File: src/rtl/cds_pkg.sv
package cds_pkg;

	// mode codes
	localparam logic [2:0] MODE_DAYS        = 3'd0;
	localparam logic [2:0] MODE_WEEKS       = 3'd1;
	localparam logic [2:0] MODE_MONTH_STEP  = 3'd2;
	localparam logic [2:0] MODE_YEAR_STEP   = 3'd3;
	localparam logic [2:0] MODE_YEARS       = 3'd4;
	localparam logic [2:0] MODE_DECADES     = 3'd5;
	localparam logic [2:0] MODE_CENTURIES   = 3'd6;
	localparam logic [2:0] MODE_DECADE_STEP = 3'd7;

	localparam logic [3:0] JANUARY  = 4'd1;
	localparam logic [3:0] FEBRUARY = 4'd2;
	localparam logic [3:0] DECEMBER = 4'd12;

	localparam logic [6:0] DAYS_PER_WEEK     = 7'd7;
	localparam logic [6:0] YEARS_PER_DECADE  = 7'd10;
	localparam logic [6:0] YEARS_PER_CENTURY = 7'd100;

	typedef struct packed {
		logic [2:0]         mode;
		logic [13:0]        amount;
		logic [4:0]         day_in;
		logic [3:0]         month_in;
		logic signed [15:0] year_in;
	} cds_req_t;

	typedef struct packed {
		logic [4:0]         day_out;
		logic [3:0]         month_out;
		logic signed [15:0] year_out;
	} cds_rsp_t;

	// Remainder of a 16-bit unsigned value by 25 (256 = 6 and 32 = 7 modulo 25)
	function automatic logic [4:0] mod25(input logic [15:0] x);
		logic [10:0] v1;
		logic [8:0]  v2;
		logic [6:0]  v3;
		logic [6:0]  r;
		v1 = 11'({x[15:8], 2'b00}) + 11'({x[15:8], 1'b0}) + 11'(x[7:0]);
		v2 = 9'({v1[10:5], 3'b000}) - 9'(v1[10:5]) + 9'(v1[4:0]);
		v3 = 7'({v2[8:5], 3'b000}) - 7'(v2[8:5]) + 7'(v2[4:0]);
		if (v3 >= 7'd100) begin
			r = v3 - 7'd100;
		end else if (v3 >= 7'd75) begin
			r = v3 - 7'd75;
		end else if (v3 >= 7'd50) begin
			r = v3 - 7'd50;
		end else if (v3 >= 7'd25) begin
			r = v3 - 7'd25;
		end else begin
			r = v3;
		end
		return r[4:0];
	endfunction

	// Gregorian leap test on the signed year; 2^16 = 11 modulo 25
	function automatic logic is_leap(input logic [15:0] y);
		logic [4:0] r;
		logic       div4;
		logic       div16;
		logic       div25;
		r     = mod25(y);
		div4  = (y[1:0] == 2'b00);
		div16 = (y[3:0] == 4'b0000);
		div25 = y[15] ? (r == 5'd11) : (r == 5'd0);
		return (div16 && div25) || (div4 && !div25);
	endfunction

	function automatic logic [4:0] month_days(input logic [3:0] m, input logic leap);
		logic [4:0] n;
		case (m)
			4'd2:    n = leap ? 5'd29 : 5'd28;
			4'd4:    n = 5'd30;
			4'd6:    n = 5'd30;
			4'd9:    n = 5'd30;
			4'd11:   n = 5'd30;
			default: n = 5'd31;
		endcase
		return n;
	endfunction

endpackage

File: src/rtl/cds_stream_if.sv
interface cds_stream_if #(
	parameter type payload_t = cds_pkg::cds_req_t
);
	logic     valid;
	logic     ready;
	payload_t data;

	modport source (output valid, output data, input ready);
	modport sink (input valid, input data, output ready);
endinterface

File: src/rtl/calendar_date_subtract.sv
// Flow: an accepted beat passes through CLAMP and RUN to DONE, where the result is loaded;
// modes 4..6 with a nonzero count add another CLAMP/RUN pass, the month, year and decade
// step modes a CLAMP/RUN pass per step, and days and weeks a FILL/RUN pass per month crossed.
// Throughput: one item at a time, set by the single month-length/clamp unit and step counter;
// the next beat is accepted in the cycle after the result is loaded, even while a result waits.
// Reset (arst_n low, asynchronous) returns the sequencer to idle and drops any held result.
module calendar_date_subtract (
	input logic         clk,
	input logic         arst_n,
	cds_stream_if.sink   req,
	cds_stream_if.source rsp
);
	import cds_pkg::*;

	typedef enum logic [4:0] {
		ST_IDLE  = 5'b00001,
		ST_CLAMP = 5'b00010,
		ST_RUN   = 5'b00100,
		ST_FILL  = 5'b01000,
		ST_DONE  = 5'b10000
	} state_t;

	state_t      state_q;
	logic [2:0]  mode_q;
	logic [16:0] n_q;
	logic [4:0]  d_q;
	logic [3:0]  m_q;
	logic [15:0] y_q;
	cds_rsp_t    out_q;
	logic        out_valid_q;

	logic        leap;
	logic [4:0]  mlen;
	logic [6:0]  mul_k;
	logic [16:0] prod;
	logic [3:0]  m_fix;
	logic [4:0]  d_fix;
	logic        day_mode;
	logic        step_mode;
	logic        n_zero;
	logic        n_below_d;
	logic        out_free;
	logic [3:0]  m_prev;
	logic [15:0] y_prev;

	// Shared month-length unit on the current date
	assign leap = is_leap(y_q);
	assign mlen = month_days(m_q, leap);

	// Scale the count at load time; only the low 16 bits matter for whole-count modes
	always_comb begin
		case (req.data.mode)
			MODE_WEEKS:     mul_k = DAYS_PER_WEEK;
			MODE_DECADES:   mul_k = YEARS_PER_DECADE;
			MODE_CENTURIES: mul_k = YEARS_PER_CENTURY;
			default:        mul_k = 7'd1;
		endcase
	end
	assign prod = 17'(req.data.amount) * 17'(mul_k);

	// Correct out-of-range month and zero day
	always_comb begin
		if (req.data.month_in < JANUARY) begin
			m_fix = JANUARY;
		end else if (req.data.month_in > DECEMBER) begin
			m_fix = DECEMBER;
		end else begin
			m_fix = req.data.month_in;
		end
		d_fix = (req.data.day_in == 5'd0) ? 5'd1 : req.data.day_in;
	end

	assign day_mode  = (mode_q == MODE_DAYS) || (mode_q == MODE_WEEKS);
	assign step_mode = (mode_q == MODE_MONTH_STEP) || (mode_q == MODE_YEAR_STEP)
		|| (mode_q == MODE_DECADE_STEP);
	assign n_zero    = (n_q == 17'd0);
	assign n_below_d = (n_q < 17'(d_q));
	assign out_free  = !out_valid_q || rsp.ready;

	// Previous month with year borrow
	always_comb begin
		if (m_q == JANUARY) begin
			m_prev = DECEMBER;
			y_prev = y_q - 16'd1;
		end else begin
			m_prev = m_q - 4'd1;
			y_prev = y_q;
		end
	end

	assign req.ready = (state_q == ST_IDLE);
	assign rsp.valid = out_valid_q;
	assign rsp.data  = out_q;

	// Sequencer and output valid
	always_ff @(posedge clk or negedge arst_n) begin
		if (!arst_n) begin
			state_q     <= ST_IDLE;
			out_valid_q <= 1'b0;
		end else begin
			if (rsp.ready) begin
				out_valid_q <= 1'b0;
			end
			case (state_q)
				ST_IDLE: begin
					if (req.valid) begin
						state_q <= ST_CLAMP;
					end
				end
				ST_CLAMP: begin
					state_q <= ST_RUN;
				end
				ST_RUN: begin
					if (n_zero) begin
						state_q <= ST_DONE;
					end else if (day_mode) begin
						state_q <= n_below_d ? ST_DONE : ST_FILL;
					end else begin
						state_q <= ST_CLAMP;
					end
				end
				ST_FILL: begin
					state_q <= ST_RUN;
				end
				ST_DONE: begin
					if (out_free) begin
						out_valid_q <= 1'b1;
						state_q     <= ST_IDLE;
					end
				end
				default: begin
					state_q <= ST_IDLE;
				end
			endcase
		end
	end

	// Date and count registers
	always_ff @(posedge clk) begin
		case (state_q)
			ST_IDLE: begin
				if (req.valid) begin
					mode_q <= req.data.mode;
					n_q    <= prod;
					d_q    <= d_fix;
					m_q    <= m_fix;
					y_q    <= req.data.year_in;
				end
			end
			ST_CLAMP: begin
				if (d_q > mlen) begin
					d_q <= mlen;
				end
			end
			ST_RUN: begin
				if (!n_zero) begin
					if (day_mode) begin
						// consume the whole month or finish inside it
						if (n_below_d) begin
							d_q <= d_q - n_q[4:0];
							n_q <= 17'd0;
						end else begin
							n_q <= n_q - 17'(d_q);
							m_q <= m_prev;
							y_q <= y_prev;
						end
					end else if (step_mode) begin
						n_q <= n_q - 17'd1;
						if (mode_q == MODE_MONTH_STEP) begin
							m_q <= m_prev;
							y_q <= y_prev;
						end else if (mode_q == MODE_DECADE_STEP) begin
							y_q <= y_q - 16'(YEARS_PER_DECADE);
						end else begin
							y_q <= y_q - 16'd1;
						end
					end else begin
						// whole-count subtract, modulo 2^16
						y_q <= y_q - n_q[15:0];
						n_q <= 17'd0;
					end
				end
			end
			ST_FILL: begin
				d_q <= mlen;
			end
			ST_DONE: begin
				if (out_free) begin
					out_q.day_out   <= d_q;
					out_q.month_out <= m_q;
					out_q.year_out  <= y_q;
				end
			end
			default: begin
			end
		endcase
	end

endmodule

File: src/flat_wrapper.sv
// flat-port wrapper written by rule: the top's interface ports become plain ports
module calendar_date_subtract_flat import cds_pkg::*;
  (clk, arst_n, req_valid, req_data, req_ready, rsp_valid, rsp_data, rsp_ready);
  cds_stream_if #(.payload_t(cds_req_t)) req_i ();
  cds_stream_if #(.payload_t(cds_rsp_t)) rsp_i ();
  input logic clk;
  input logic arst_n;
  input wire logic [$bits(req_i.valid)-1:0] req_valid;
  input wire logic [$bits(req_i.data)-1:0] req_data;
  output wire logic [$bits(req_i.ready)-1:0] req_ready;
  output wire logic [$bits(rsp_i.valid)-1:0] rsp_valid;
  output wire logic [$bits(rsp_i.data)-1:0] rsp_data;
  input wire logic [$bits(rsp_i.ready)-1:0] rsp_ready;
  assign req_i.valid = req_valid;
  assign req_i.data = req_data;
  assign req_ready = req_i.ready;
  assign rsp_valid = rsp_i.valid;
  assign rsp_data = rsp_i.data;
  assign rsp_i.ready = rsp_ready;
  calendar_date_subtract u_core (.clk(clk), .arst_n(arst_n), .req(req_i), .rsp(rsp_i));
endmodule
File: config.mk
export PLATFORM = sky130hd
export DESIGN_NAME = calendar_date_subtract_flat
export DESIGN_NICKNAME = d
export VERILOG_FILES = /design/src/rtl/cds_pkg.sv /design/src/rtl/cds_stream_if.sv /design/src/rtl/calendar_date_subtract.sv /design/src/flat_wrapper.sv
export SDC_FILE = /design/constraint.sdc
export NUM_CORES = 1
export LEC_CHECK = 0
export BUFFER_PORTS_ARGS = -buffer_cell sky130_fd_sc_hd__buf_2
export CORE_UTILIZATION = 30
export CTS_CLUSTER_DIAMETER = 120
export DETAILED_ROUTE_END_ITERATION = 6
export GPL_TIMING_DRIVEN = 1
export SLEW_MARGIN = 10
export SYNTH_ARGS = -nofsm -noshare
export SYNTH_HDL_FRONTEND = slang
export SYNTH_SLANG_ARGS = --single-unit
File: constraint.sdc
create_clock -name clk -period 10.1 [get_ports clk]
set_clock_uncertainty 0.2 [all_clocks]
set_input_delay 1.515 -clock clk [delete_from_list [all_inputs] [get_ports clk]]
set_output_delay 1.515 -clock clk [all_outputs]
set_load 0.01 [all_outputs]
Word level (Yosys, flattened, before mapping)
Index checks and enable logic that the tools add are counted.
{"block": "totals", "ff_bits": 76, "input_bits": 46}
{"block": "op_classes", "n_addsub": 17, "multipliers": 1, "order_cmp": 8, "n_eq_ne": 28, "muxes": 49, "n_reduce_logical": 26}
{"operator": "2-to-1 mux 16 bit", "count": 8}
{"operator": "2-to-1 mux 17 bit", "count": 5}
{"operator": "2-to-1 mux 5 bit", "count": 15}
{"operator": "one-hot mux 5 bit (4 select lines)", "count": 2}
{"operator": "2-to-1 mux 4 bit", "count": 9}
{"operator": "one-hot mux 17 bit (2 select lines)", "count": 1}
{"operator": "one-hot mux 16 bit (2 select lines)", "count": 1}
{"operator": "one-hot mux 7 bit (3 select lines)", "count": 1}
{"operator": "zero test 17 bit", "count": 1}
{"operator": "less-than comparator 17 x 5 -> 1 bit", "count": 1}
{"operator": "multiplier 14 x 7 -> 17 bit", "count": 1}
{"operator": "subtractor 17 x 1 -> 17 bit, second input constant", "count": 1}
{"operator": "subtractor 17 x 5 -> 17 bit", "count": 1}
{"operator": "subtractor 16 x 1 -> 16 bit, second input constant", "count": 1}
{"operator": "subtractor 16 bit", "count": 1}
{"operator": "subtractor 16 x 4 -> 16 bit, second input constant", "count": 1}
{"operator": ">= comparator 7 bit, second input constant", "count": 2}
{"operator": "AND reduction 6 bit", "count": 2}
{"operator": "adder 10 x 9 -> 11 bit", "count": 1}
{"operator": "adder 11 x 8 -> 11 bit", "count": 1}
{"operator": "== test 5 x 4 -> 1 bit, second input constant", "count": 2}
{"operator": "zero test 5 bit", "count": 2}
{"operator": "one-hot mux 5 bit (2 select lines)", "count": 1}
{"operator": "subtractor 5 bit, second input constant", "count": 2}
{"operator": "other kinds (43)", "count": 66}

Depth between registers and ports, before layout
{"block": "depth", "word_depth": 21, "ltp_mapped": 42, "depth_no_buf": 41}

Least setup slack after synthesis
OpenSTA, ideal clock, no wires.
{"block": "synth_timing", "path_kind": "flip-flop to flip-flop", "from": "reg u_core.y_q[2]", "to": "reg u_core.d_q[0] (enable)", "arrival_time_ns": 8.779, "t_required_ns": 9.526, "path_slack_ns": 0.748, "stages_incl_launch_ff": 39, "path_buffers": 0, "cell_sequence": "edfxtp_1 -> fa_1 -> ha_1 -> inv_1 -> fa_1 -> nand2b_1 -> or2b_1 -> nand2_1 -> a21oi_1 -> inv_1 -> ha_1 -> ha_1 -> fa_1 -> a21o_1 -> a31o_2 -> or2_1 -> mux2i_2 -> xor2_1 -> [... 3 more ...] -> xnor2_1 -> ha_1 -> a22oi_1 -> o22ai_1 -> a21oi_1 -> o22ai_1 -> a211oi_1 -> a221o_1 -> or4_1 -> a2111oi_2 -> nor2_1 -> ha_1 -> nand2_1 -> nand2_1 -> o32a_1 -> nor2_1 -> a31oi_1 -> nor3_1"}
{"block": "synth_via", "elab_chain_len": 20, "word_cells_on_any_way": 30, "classes_between": "9 x add/sub; 5 x order compare; 2 x eq/ne; 7 x mux; 7 x reduce/logical"}
{"item": "from (decl)", "line": "calendar_date_subtract.sv:28", "source": "logic [15:0] y_q;"}
{"item": "from (signal assigned)", "line": "calendar_date_subtract.sv:147", "source": "y_q <= req.data.year_in;"}
{"item": "from (signal assigned)", "line": "calendar_date_subtract.sv:165", "source": "y_q <= y_prev;"}
{"item": "from (signal assigned)", "line": "calendar_date_subtract.sv:171", "source": "y_q <= y_prev;"}
{"item": "adder 11 x 8 -> 11 bit", "line": "cds_pkg.sv:41", "source": "v1 = 11'({x[15:8], 2'b00}) + 11'({x[15:8], 1'b0}) + 11'(x[7:0]);"}
{"item": "subtractor 9 x 6 -> 9 bit", "line": "cds_pkg.sv:42", "source": "v2 = 9'({v1[10:5], 3'b000}) - 9'(v1[10:5]) + 9'(v1[4:0]);"}
{"item": "adder 9 x 5 -> 9 bit", "line": "cds_pkg.sv:42"}
{"item": "subtractor 7 x 4 -> 7 bit", "line": "cds_pkg.sv:43", "source": "v3 = 7'({v2[8:5], 3'b000}) - 7'(v2[8:5]) + 7'(v2[4:0]);"}
{"item": "adder 7 x 5 -> 7 bit", "line": "cds_pkg.sv:43"}
{"item": ">= comparator 7 x 5 -> 1 bit / subtractor 5 bit (equally long branches)", "line": "cds_pkg.sv:50, cds_pkg.sv:51"}
{"item": "2-to-1 mux 5 bit", "line": "cds_pkg.sv:50", "source": "end else if (v3 >= 7'd25) begin"}
{"item": "2-to-1 mux 5 bit", "line": "cds_pkg.sv:48", "source": "end else if (v3 >= 7'd50) begin"}
{"item": "[... 4 more ...]"}
{"item": "zero test 1 bit", "line": "cds_pkg.sv:68", "source": "return (div16 && div25) || (div4 && !div25);"}
{"item": "logical AND 1 bit", "line": "cds_pkg.sv:68"}
{"item": "logical OR 1 bit (*)", "line": "cds_pkg.sv:68"}
{"item": "2-to-1 mux 1 bit (*)", "line": "cds_pkg.sv:74", "source": "4'd2: n = leap ? 5'd29 : 5'd28;"}
{"item": "one-hot mux 5 bit (2 select lines) (*)", "line": "cds_pkg.sv:73", "source": "case (m)"}
{"item": "> comparator 5 bit (*)", "line": "calendar_date_subtract.sv:151", "source": "if (d_q > mlen) begin"}
{"item": "inequality test 2 x 1 -> 1 bit (no line) (*)"}
{"item": "AND reduction 6 bit (no line) (*)"}
{"item": "to (signal assigned)", "line": "calendar_date_subtract.sv:145", "source": "d_q <= d_fix;"}
{"item": "to (signal assigned)", "line": "calendar_date_subtract.sv:152", "source": "d_q <= mlen;"}
{"item": "to (signal assigned)", "line": "calendar_date_subtract.sv:160", "source": "d_q <= d_q - n_q[4:0];"}
{"item": "to (decl)", "line": "calendar_date_subtract.sv:26", "source": "logic [4:0] d_q;"}
Every way passes the cells marked *; elsewhere a longest branch is shown, timed or not.
A chain may end at the register's enable or synchronous reset.

Final worst setup path
{"block": "layout_timing", "from": "reg u_core.y_q[2]", "to": "reg u_core.d_q[4] (enable)"}
The elaborated chain is that of the path after synthesis.

==> flow_metrics.tcl <==
set metrics [dict create \
    drt-met1-wl_um 11500 \
    worst_pin_slew_ps 1140 \
    cp.required_ps 9960 \
    synthTopCellsByCount "inv_1, nand2_1, ha_1, a21oi_1" \
    start_util_pct 30.6 \
    start_kind "flop" \
    clk_latency_ps 350 \
    numCtsBuffers 9 \
    cts_root_buf "clkbuf_16" \
    synth_area_leaders "edfxtp_1, ha_1, fa_1" \
    wl_per_cell_um 15.7 \
    grt_pass1_wl_um 42000 \
    io_buffers 72 \
    hold_violations 0 \
    outcome "completed" \
    gp_congestion 0.892 \
    die_h_um 182 \
    synth_seq_area_share_pct 23.2 \
    min_period_ps 9510 \
    wirelength_um 25200 \
    synth_cells 1123 \
    finalWorstSetupSlack_ps 590 \
    drt_first_iter_violations 439 \
    cp_slowest_cell "fa_1" \
    pre_cts_slack_ps 309 \
    diodes 0 \
    syn_area_per_cell_um2 8.66 \
    die_w_um 182 \
    grt_pass1_vias 8249 \
    whs_ps 348 \
    fin_crit_sh_pct 94.2 \
    gr-total-overflow 0 \
    worstPathArrival_ps 9380 \
    clkTransAtPathRegs_ps 70 \
    max_stage_delay_ps 550 \
    synth_warnings 0 \
    ios 73 \
    drc 0 \
    ant_nets 0 \
    worstHoldPathType "flop to flop" \
    synth_cell_type_count 76 \
    path_buf_inv 3 \
    final_nets 1415 \
    core_area_mm2 0.0317 \
    finalSetupViolCount 0 \
    maxCapViolations 0 \
    fp-row-count 65 \
    htreeDepth 3 \
    synth_top_area_share_pct 21.6 \
    cp_max_fo 6 \
    grt_max_degree 37 \
    synth_edf_count 70 \
    vias 8288 \
    grt.total_usage_pct 15.7 \
    clk_path_buf_depth 2 \
    synthArstFlopShare_pct 7.89 \
    worstSetupPathType "flop to flop" \
    firstDrtPassIters 7 \
    viasPerCell 5.15 \
    dpl.hpwl_um 20200 \
    max_freq_mhz 105 \
    crit_path_end_kind "flop" \
    cts_tree "done" \
    path_delay_family "simple AND/OR/NAND/NOR gates" \
    wl_met2_um 12200 \
    final_layout_size_suffix_gt1_share_pct 12.9 \
    yosysMostFrequentCell "inv_1" \
    synth-main-ff-cell "edfxtp_1" \
    synth_seq_cells 76 \
    maxUsedRoutingLayer "met4" \
    postCtsHoldBufs 0 \
    syn_nets 1337 \
    r2r_slack_ps 590 \
    utilization_pct 34.9 \
    max_slew_margin_pct 23.7 \
    drv_slew 0 \
    yosysTopAreaCell "edfxtp_1" \
    die_area_mm2 0.0331 \
    route.met3.wl_um 1040 \
    numClockSinks 76 \
    synth_area_mm2 0.00972 \
    grt_antenna_before_repair 0 \
    area_growth_pct 13.9 \
]
-- registers in the layout, indices dropped and copies added (netlist names) --
register,count
u_core.rsp.data,25
u_core.n_q,17
u_core.y_q,16
u_core.d_q,5
u_core.state_q,5
u_core.m_q,4
u_core.mode_q,3
u_core.rsp.valid,1
-- final timing paths --
| kind | from | endpoint | cells past startpoint |
|---|---|---|---|
| setup / recovery | u_core.y_q[2] | u_core.d_q[4] | 42 |
| hold / removal | u_core.d_q[4] | u_core.rsp.data[24] | 0 |
| setup reg to reg | u_core.y_q[2] | u_core.d_q[4] | 42 |
| hold reg to reg | u_core.d_q[4] | u_core.rsp.data[24] | 0 |
| max in group asynchronous | arst_n | u_core.state_q[0] | 1 |
| min in group asynchronous | arst_n | u_core.rsp.valid | 1 |
-- worst reg2reg max path, delay by kind of cell (launching register included) --
family	cells	cell delay, ps
adders and majority gates	8	2670
DFF	1	420
AOI/OAI and AO/OA	15	2530
buffers and inverters	3	270
and+or+nand+nor	14	2780
xor gates and xnor gates	2	310
-- layer usage --
| metal | vias to the layer above | GRT usage (%) |
|---|---|---|
| met5 | - | 0 |
| met4 | 0 | 4.24 |
| li1 | 4090 | - |
| met3 | 24 | 1.70 |
| met1 | 3962 | 20.7 |
| met2 | 212 | 27.0 |
-- area by class of cell --
class,count,area (um2)
clock buffers,10,229
clock inverters,6,73.8
fillers,3301,20600
inverters,123,462
multi-input cells,885,6940
flip-flops and latches,76,2250
well taps,402,503
repair buffers,106,616
-- kinds of logic after synthesis --
kind of cell	Yosys count	share of synthesized area, %
AO/OA/AOI/OAI	288	19.6
XOR/XNOR	82	7.39
adder cells (fa/ha/maj)	168	25.9
buffers and inverters	162	6.26
flip-flops	76	23.2
multiplexers	7	0.759
AND/OR/NAND/NOR	340	17.0
-- metrics by stage --
step / area, um2 / setup TNS [ps] / instances
2_1_floorplan: 9720 / 0 / 1123
3_3_place_gp: 10600 / 0 / 1583
3_5_place_dp: 10600 / 0 / 1583
4_1_cts: 10900 / 0 / 1599
5_1_grt: 11100 / -258 / 1608
6_report: 11100 / 0 / 1608
-- repair_timing --
| action | 4_1_cts | 5_1_grt |
|---|---|---|
| gates resized for setup | 0 | 13 |
| buffers inserted | 0 | 9 |
| endpoints found under the setup margin | 0 | 5 |
-- cell usage in the layout (no fill, tap or decap), drive strengths merged, types with 8 or more instances in the layout --
master    n
xnor2    60
nor2     71
inv     124
o21ai    70
a21o     20
nor2b    12
o211ai   11
nand2   121
xor2     22
buf     106
fa       55
nor3     31
a221oi    8
ha      113
nand3    11
a211oi   10
and3      8
and2     36
a21oi    76
clkbuf   10
a31oi    13
edfxtp   70
o21bai   11
nand2b    8
Power is not shown: default switching activity piles up to over one toggle a cycle in this logic, so the estimate is an artifact.
